<file path="config.mk">
export PLATFORM = sky130hd
export DESIGN_NAME = pulse_width_frame_decoder_core
export DESIGN_NICKNAME = d
export VERILOG_FILES = /design/src/hw/rtl/pwfd_pkg.sv /design/src/hw/rtl/pwfd_classify.sv /design/src/hw/rtl/pulse_width_frame_decoder_core.sv
export SDC_FILE = /design/constraint.sdc
export NUM_CORES = 1
export LEC_CHECK = 0
export BUFFER_PORTS_ARGS = -buffer_cell sky130_fd_sc_hd__buf_4
export CAP_MARGIN = 20
export CORE_MARGIN = 4
export CORE_UTILIZATION = 54
export DETAILED_ROUTE_END_ITERATION = 7
export GPL_TIMING_DRIVEN = 0
export PLACE_DENSITY = 0.73
export SLEW_MARGIN = 15
export SYNTH_ARGS = -nofsm -noshare
export SYNTH_HDL_FRONTEND = slang
export SYNTH_SLANG_ARGS = --single-unit
</file>
<file path="constraint.sdc">
create_clock -name clk -period 4 [get_ports clk]
set_input_delay 0.6 -clock clk [delete_from_list [all_inputs] [get_ports clk]]
set_output_delay 0.6 -clock clk [all_outputs]
set_load 0.03 [all_outputs]
</file>
<file path="src/hw/rtl/pwfd_pkg.sv">
// Package with shared types, register codes and reset values for the pulse width frame decoder.
`default_nettype none

package pwfd_pkg;

    localparam int WIDTH_W = 17;

    typedef enum logic [1:0] {
        CLS_HEADER = 2'd0,
        CLS_ZERO   = 2'd1,
        CLS_ONE    = 2'd2,
        CLS_NONE   = 2'd3
    } width_class_t;

    typedef enum logic [2:0] {
        REG_ROBOT_NUMBER = 3'd0,
        REG_HEADER_MIN   = 3'd1,
        REG_HEADER_MAX   = 3'd2,
        REG_ZERO_MIN     = 3'd3,
        REG_ZERO_MAX     = 3'd4,
        REG_ONE_MIN      = 3'd5,
        REG_ONE_MAX      = 3'd6
    } cfg_index_t;

    // Window bounds in 25 MHz ticks
    localparam logic [WIDTH_W-1:0] HEADER_MIN_RST = 17'd55000;
    localparam logic [WIDTH_W-1:0] HEADER_MAX_RST = 17'd70000;
    localparam logic [WIDTH_W-1:0] ZERO_MIN_RST   = 17'd17500;
    localparam logic [WIDTH_W-1:0] ZERO_MAX_RST   = 17'd32500;
    localparam logic [WIDTH_W-1:0] ONE_MIN_RST    = 17'd35000;
    localparam logic [WIDTH_W-1:0] ONE_MAX_RST    = 17'd50000;

    localparam logic [3:0] BIT_INDEX_RST = 4'd13;
    localparam logic [5:0] SPEED_RST     = 6'd40;
    localparam logic [2:0] TYPE_SPEED    = 3'd0;
    localparam logic [2:0] TYPE_MAX      = 3'd4;

    typedef struct packed {
        logic [WIDTH_W-1:0] header_min;
        logic [WIDTH_W-1:0] header_max;
        logic [WIDTH_W-1:0] zero_min;
        logic [WIDTH_W-1:0] zero_max;
        logic [WIDTH_W-1:0] one_min;
        logic [WIDTH_W-1:0] one_max;
    } windows_t;

endpackage

`default_nettype wire

</file>
<file path="src/hw/rtl/pwfd_classify.sv">
// Window comparators that sort one pulse width into header, zero, one or unrecognized.
`default_nettype none

module pwfd_classify (
    input  wire logic [pwfd_pkg::WIDTH_W-1:0] pulse_width,
    input  wire pwfd_pkg::windows_t           windows,
    output pwfd_pkg::width_class_t            width_class
);

    logic hit_header;
    logic hit_zero;
    logic hit_one;

    // Inclusive windows; an empty window (min above max) never hits
    assign hit_header = (pulse_width >= windows.header_min) && (pulse_width <= windows.header_max);
    assign hit_zero   = (pulse_width >= windows.zero_min) && (pulse_width <= windows.zero_max);
    assign hit_one    = (pulse_width >= windows.one_min) && (pulse_width <= windows.one_max);

    always_comb
    begin
        priority if (hit_header)
        begin
            width_class = pwfd_pkg::CLS_HEADER;
        end
        else if (hit_zero)
        begin
            width_class = pwfd_pkg::CLS_ZERO;
        end
        else if (hit_one)
        begin
            width_class = pwfd_pkg::CLS_ONE;
        end
        else
        begin
            width_class = pwfd_pkg::CLS_NONE;
        end
    end

endmodule

`default_nettype wire

</file>
<file path="src/hw/rtl/pulse_width_frame_decoder_core.sv">
// An input register, the classify and frame update logic, and one result register
// form the whole path from an input transaction to its result on the output stream.
// Throughput: one pulse width per cycle while m_tready does not stall the output.
// Reset (rst_n, asynchronous, active low) empties both stages, loads the window and
// robot registers with their defaults, clears the frame, arms bit index 13, speed 40.
`default_nettype none

module pulse_width_frame_decoder_core (
    input  wire logic        clk,
    input  wire logic        rst_n,
    // Input stream
    input  wire logic        s_tvalid,
    output logic             s_tready,
    input  wire logic [23:0] s_tdata,   // [16:0] pulse_width, [23:17] zero
    // Output stream
    output logic             m_tvalid,
    input  wire logic        m_tready,
    output logic             m_tlast,   // frame_done
    output logic [39:0]      m_tdata,   // [1:0] width_class, [2] addressed, [3] applied,
                                        // [19:4] frame_bits, [22:20] mission,
                                        // [28:23] average_speed, [30:29] letter,
                                        // [35:31] destination, [39:36] zero
    // Configuration writes
    input  wire logic        cfg_valid,
    output logic             cfg_ready,
    input  wire logic [2:0]  cfg_index,
    input  wire logic [16:0] cfg_data
);

    // Configuration
    logic [3:0]          robot_number_reg;
    pwfd_pkg::windows_t  windows_reg;

    // Input stage
    logic                            in_valid_reg;
    logic [pwfd_pkg::WIDTH_W-1:0]    in_width_reg;

    // Decoder state
    logic [15:0] frame_reg;
    logic [15:0] frame_next;
    logic [3:0]  bit_index_reg;
    logic [3:0]  bit_index_next;
    logic [2:0]  mission_reg;
    logic [2:0]  mission_next;
    logic [5:0]  speed_reg;
    logic [5:0]  speed_next;
    logic [1:0]  letter_reg;
    logic [1:0]  letter_next;
    logic [4:0]  destination_reg;
    logic [4:0]  destination_next;

    // Result stage
    logic        out_valid_reg;
    logic        out_last_reg;
    logic [39:0] out_data_reg;
    logic [39:0] out_data_next;

    pwfd_pkg::width_class_t width_class;
    logic        done;
    logic        addressed;
    logic        applied;
    logic [2:0]  frame_type;
    logic        out_load_ok;
    logic        advance;

    assign cfg_ready = 1'b1;

    assign out_load_ok = !out_valid_reg || m_tready;
    assign advance     = in_valid_reg && out_load_ok;
    assign s_tready    = !in_valid_reg || out_load_ok;

    pwfd_classify u_classify (
        .pulse_width (in_width_reg),
        .windows     (windows_reg),
        .width_class (width_class)
    );

    always_comb
    begin
        frame_next       = frame_reg;
        bit_index_next   = bit_index_reg;
        mission_next     = mission_reg;
        speed_next       = speed_reg;
        letter_next      = letter_reg;
        destination_next = destination_reg;
        done             = 1'b0;
        addressed        = 1'b0;
        applied          = 1'b0;

        unique case (width_class)
            pwfd_pkg::CLS_HEADER:
            begin
                frame_next[15:14] = 2'b10;
                bit_index_next    = pwfd_pkg::BIT_INDEX_RST;
            end
            pwfd_pkg::CLS_ZERO, pwfd_pkg::CLS_ONE:
            begin
                frame_next[bit_index_reg] = (width_class == pwfd_pkg::CLS_ONE);
                if (bit_index_reg == 4'd0)
                begin
                    bit_index_next = pwfd_pkg::BIT_INDEX_RST;
                    done           = 1'b1;
                end
                else
                begin
                    bit_index_next = bit_index_reg - 4'd1;
                end
            end
            default:
            begin
                // Unrecognized width: hold everything
            end
        endcase

        frame_type = frame_next[13:11];
        if (done && (frame_next[10:7] == robot_number_reg))
        begin
            addressed = 1'b1;
            if (frame_type == pwfd_pkg::TYPE_SPEED)
            begin
                mission_next = 3'd0;
                speed_next   = frame_next[5:0];
                applied      = 1'b1;
            end
            else if (frame_type <= pwfd_pkg::TYPE_MAX)
            begin
                mission_next     = frame_type;
                letter_next      = frame_next[6:5];
                destination_next = frame_next[4:0];
                applied          = 1'b1;
            end
        end

        out_data_next = {4'd0, destination_next, letter_next, speed_next, mission_next,
                         frame_next, applied, addressed, width_class};
    end

    always_ff @(posedge clk or negedge rst_n)
    begin
        if (!rst_n)
        begin
            robot_number_reg       <= 4'd0;
            windows_reg.header_min <= pwfd_pkg::HEADER_MIN_RST;
            windows_reg.header_max <= pwfd_pkg::HEADER_MAX_RST;
            windows_reg.zero_min   <= pwfd_pkg::ZERO_MIN_RST;
            windows_reg.zero_max   <= pwfd_pkg::ZERO_MAX_RST;
            windows_reg.one_min    <= pwfd_pkg::ONE_MIN_RST;
            windows_reg.one_max    <= pwfd_pkg::ONE_MAX_RST;
        end
        else if (cfg_valid)
        begin
            unique case (cfg_index)
                pwfd_pkg::REG_ROBOT_NUMBER: robot_number_reg       <= cfg_data[3:0];
                pwfd_pkg::REG_HEADER_MIN:   windows_reg.header_min <= cfg_data;
                pwfd_pkg::REG_HEADER_MAX:   windows_reg.header_max <= cfg_data;
                pwfd_pkg::REG_ZERO_MIN:     windows_reg.zero_min   <= cfg_data;
                pwfd_pkg::REG_ZERO_MAX:     windows_reg.zero_max   <= cfg_data;
                pwfd_pkg::REG_ONE_MIN:      windows_reg.one_min    <= cfg_data;
                pwfd_pkg::REG_ONE_MAX:      windows_reg.one_max    <= cfg_data;
                default:
                begin
                    // Drop writes beyond the register list
                end
            endcase
        end
    end

    always_ff @(posedge clk or negedge rst_n)
    begin
        if (!rst_n)
        begin
            in_valid_reg    <= 1'b0;
            out_valid_reg   <= 1'b0;
            out_last_reg    <= 1'b0;
            frame_reg       <= 16'd0;
            bit_index_reg   <= pwfd_pkg::BIT_INDEX_RST;
            mission_reg     <= 3'd0;
            speed_reg       <= pwfd_pkg::SPEED_RST;
            letter_reg      <= 2'd0;
            destination_reg <= 5'd0;
        end
        else
        begin
            if (s_tready)
            begin
                in_valid_reg <= s_tvalid;
            end
            if (out_load_ok)
            begin
                out_valid_reg <= in_valid_reg;
            end
            // Commit state only as the item moves into the result register
            if (advance)
            begin
                out_last_reg    <= done;
                frame_reg       <= frame_next;
                bit_index_reg   <= bit_index_next;
                mission_reg     <= mission_next;
                speed_reg       <= speed_next;
                letter_reg      <= letter_next;
                destination_reg <= destination_next;
            end
        end
    end

    always_ff @(posedge clk)
    begin
        if (s_tvalid && s_tready)
        begin
            in_width_reg <= s_tdata[pwfd_pkg::WIDTH_W-1:0];
        end
        if (advance)
        begin
            out_data_reg <= out_data_next;
        end
    end

    assign m_tvalid = out_valid_reg;
    assign m_tlast  = out_last_reg;
    assign m_tdata  = out_data_reg;

endmodule

`default_nettype wire

</file>
==> impl_results.md <==
* TritonCTS clock tree: yes
* Initial drt markers at 527
* CP max-delay cell: or4_1
* GR Overflow Total at 0
* Die width at 147 um
* Synth area leader: dfrtp_1
* Worst Tran Pin Value at 0.922 ns
* Fin nets at 1,245
* Critical Path, Cell by Cell: ha_4, nand4_1, buf_6, nor4_4, nor2_1, a21oi_1, a31oi_2, o32a_1, ha_4, or3b_4, o21ai_4, o211ai_4, xor2_2, or4_1, buf_6, mux2_4
* Most frequent cells in the layout: buf_4, inv_1, dfrtp_1
* Layout cells sized above 1 at 36.8%
* Setup repair after global routing missed its margin: true
* Post-synthesis mux area share at roughly 11%
* Port-buffer cells at 78
* Final Hold Vio Count at 0
* Setup TNS at -19.87 ns
* Detail Route Antenna Nets at 0
* Most common library cell in the layout ignoring fill and taps: buf_4
* Post-synth top flop: dfrtp_1
* I/O pin count at 93
* Synth Cell Area at 10,500 um^2
* EDFF count, synth at 53
* Top delay family on crit path: simple AND/OR/NAND/NOR gates
* Final worst-path cycle share at 117%
* WS Path Type: reg2reg
* Largest net degree at the start of global routing at 93
* GPL Wtd Cong at 0.867
* Htree depth at 4
* Core outline area at 18,900 um^2
* Util after Layout at 69.9%
* Chip height at approximately 150 um
* # rows at 50
* Area Overhead vs Synth at 26.1%
* FF+latch count, synth at between 150 and 200
* Clock tree buffer depth at 2
* Worst setup EP type: flop
* WP data arrival at 4.98 ns
* Critical Path RT at 4.32 ns
* Slew Limit Fails at 0
* Worst hold slack at 0.0671 ns
* Max VDD drop at 0.000371 V
* Critical Path Start Type: flop
* Residual DRC at 0
* Post-Synth Adder-Cell Area at 12.5%
* YS warnings at 0
* CP peak stage delay at 0.55 ns
* Final worst setup slack at -0.664 ns
* Worst skew pair latency at 0.44 ns
* CP Buf/Inv Count at 2
* Slew headroom at 38.6%
* HPWL Detailed at 16.6 mm
* Post-synthesis xor/xnor area fraction at 0.167%
* Simple-gate share of the synthesized area at 10.2%
* CTS Buf Count at 17
* Syn Inst Count at 924
* WL/cell at about 19 um
* Non-Filler Instances at 1,364
* Failing checks: negative setup slack
* Vias in the first global route at 7,463
* Final setup violation count at 35
* Initial Utilization at 55.5%
* Total GRT Usage at 23.3%
* Syn Area/Cell at 11.3 um^2
* Worst-path maximum fanout at 7
* Final Skew at 0.0117 ns
* Post-synth cell types at 70
* Top-area cell type share of the netlist area at 22.9%
* Post-synthesis sequential area ratio at 50.4%
* Main area contributors after synthesis: dfrtp_1, edfxtp_1, ha_1
* Post-layout min period at 4.66 ns
* Number of max-cap violations at 0
* Cells after DPL at 1,267
* Pwr/cell area at 557 nW/um^2
* Largest family of logic cells by synthesized area: adder cells
* Compound-cell area share of the yosys netlist at 10.7%
* Status: finished, violations left
* Vias/cell at 5.59
* Antenna cells at 0
* Die area at 21,700 um^2
* Reg clk slew, reported paths at 0.08 ns
* Routed vias at 7,628
* Worst min path class: in2async
* Initial antenna violation count at 0
* TritonRoute pass-1 iters at 6
* Peak Freq at approximately 210 MHz
* Clock Tree Root: clkbuf_16
* Number of flip-flops in the largest register at 102
* LEAKAGE at 0.00594 uW
* Async set-reset flop share out of synthesis at about three quarters
* First-pass GRT wire length at a little under 40 mm
* Clk sinks at 198
* Post-Route WL at 25.2 mm
routing by layer:
layer | up-vias | GRT usage (%) | part of all wire (%)
met5 | - | 0 | 0
li1 | 3620 | - | -
met2 | 196 | 36.8 | 48
met3 | 13 | 5.06 | 4.9
met1 | 3799 | 33.2 | 46
met4 | 0 | 5.31 | 1.0
cell families after synthesis:
kind of cell | after synthesis
and+or+nand+nor | 208
DFF | 198
AOI/OAI and AO/OA | 178
buffers and inverters | 133
adders and majority gates | 105
muxes | 98
other | 2
xor gates and xnor gates | 2
final timing paths:
kind | cells after the start | end | slack, ns | startpoint
min | 1 | windows_reg[27]$_DFFE_PN0P_ | 0.07 | rst_n
min in group clk | 1 | in_width_reg[12]$_DFFE_PP_ | 0.33 | s_tdata[12]
min reg2reg | 2 | frame_reg[13]$_DFFE_PN0P_ | 0.49 | frame_reg[13]$_DFFE_PN0P_
max | 16 | letter_reg[1]$_DFFE_PN0P_ | -0.66 | in_width_reg[12]$_DFFE_PP_
max reg2reg | 16 | letter_reg[1]$_DFFE_PN0P_ | -0.66 | in_width_reg[12]$_DFFE_PP_
max in group asynchronous | 2 | speed_reg[5]$_DFFE_PN1P_ | 3.10 | rst_n
final cells by class:
| type | count | area [um^2] |
|---|---|---|
| Fill cell | 1357 | 5680 |
| Sequential cell | 198 | 5280 |
| Multi-Input combinational cell | 596 | 5220 |
| Timing Repair Buffer | 147 | 1210 |
| Clock buffer | 17 | 425 |
| Inverter | 102 | 387 |
| Tap cell | 260 | 325 |
| Clock inverter | 15 | 210 |
| Buffer | 29 | 159 |
metrics by stage:
step,instance area (um^2),setup WS (ns),total power [uW]
finish,13200,-0.664,7360
global route,13200,-0.780,7790
CTS,12800,-0.652,7080
detailed placement,11600,-1.36,5040
global placement,11600,-1.28,4950
floorplan,10700,-0.390,4410
cell usage after synthesis (6+ instances only):
| cell type | count |
|---|---|
| nand4_1 | 15 |
| o31ai_1 | 9 |
| a21oi_1 | 35 |
| nand2_1 | 85 |
| nand3_1 | 17 |
| dfrtp_1 | 96 |
| inv_1 | 102 |
| clkbuf_1 | 17 |
| nand2b_1 | 7 |
| edfxtp_1 | 53 |
| a21o_1 | 13 |
| nor3_1 | 9 |
| mux2_2 | 84 |
| mux2_4 | 7 |
| nor2_1 | 24 |
| buf_4 | 7 |
| o21ai_0 | 76 |
| dfstp_2 | 49 |
| nor2b_1 | 11 |
| mux2_1 | 7 |
| buf_2 | 6 |
| ha_1 | 105 |
what timing repair did:
| item | in CTS | in global routing |
|---|---|---|
| endpoints found under the hold margin | 0 | 0 |
| hold buffers | 0 | 0 |
| endpoints found under the setup margin | 56 | 49 |
| pin swaps | 15 | 16 |
| setup buffers | 41 | 28 |
| resized for setup | 33 | 47 |
worst reg2reg max path, cell delays in order (launching register included):
cell	delay, ns
edfxtp_1	0.52
ha_4	0.33
nand4_1	0.11
buf_6	0.15
nor4_4	0.38
nor2_1	0.07
a21oi_1	0.19
a31oi_2	0.08
o32a_1	0.44
ha_4	0.33
or3b_4	0.44
o21ai_4	0.17
o211ai_4	0.13
xor2_2	0.18
or4_1	0.55
buf_6	0.17
mux2_4	0.30
report_power, final:
part | internal [uW] | switching [uW] | leakage [uW] | total (uW)
Sequential | 2600 | 208 | 0.00224 | 2800
Combinational | 1230 | 1540 | 0.00340 | 2770
Clock | 913 | 879 | 0.000306 | 1790
Power figures use the tool's default switching activity.
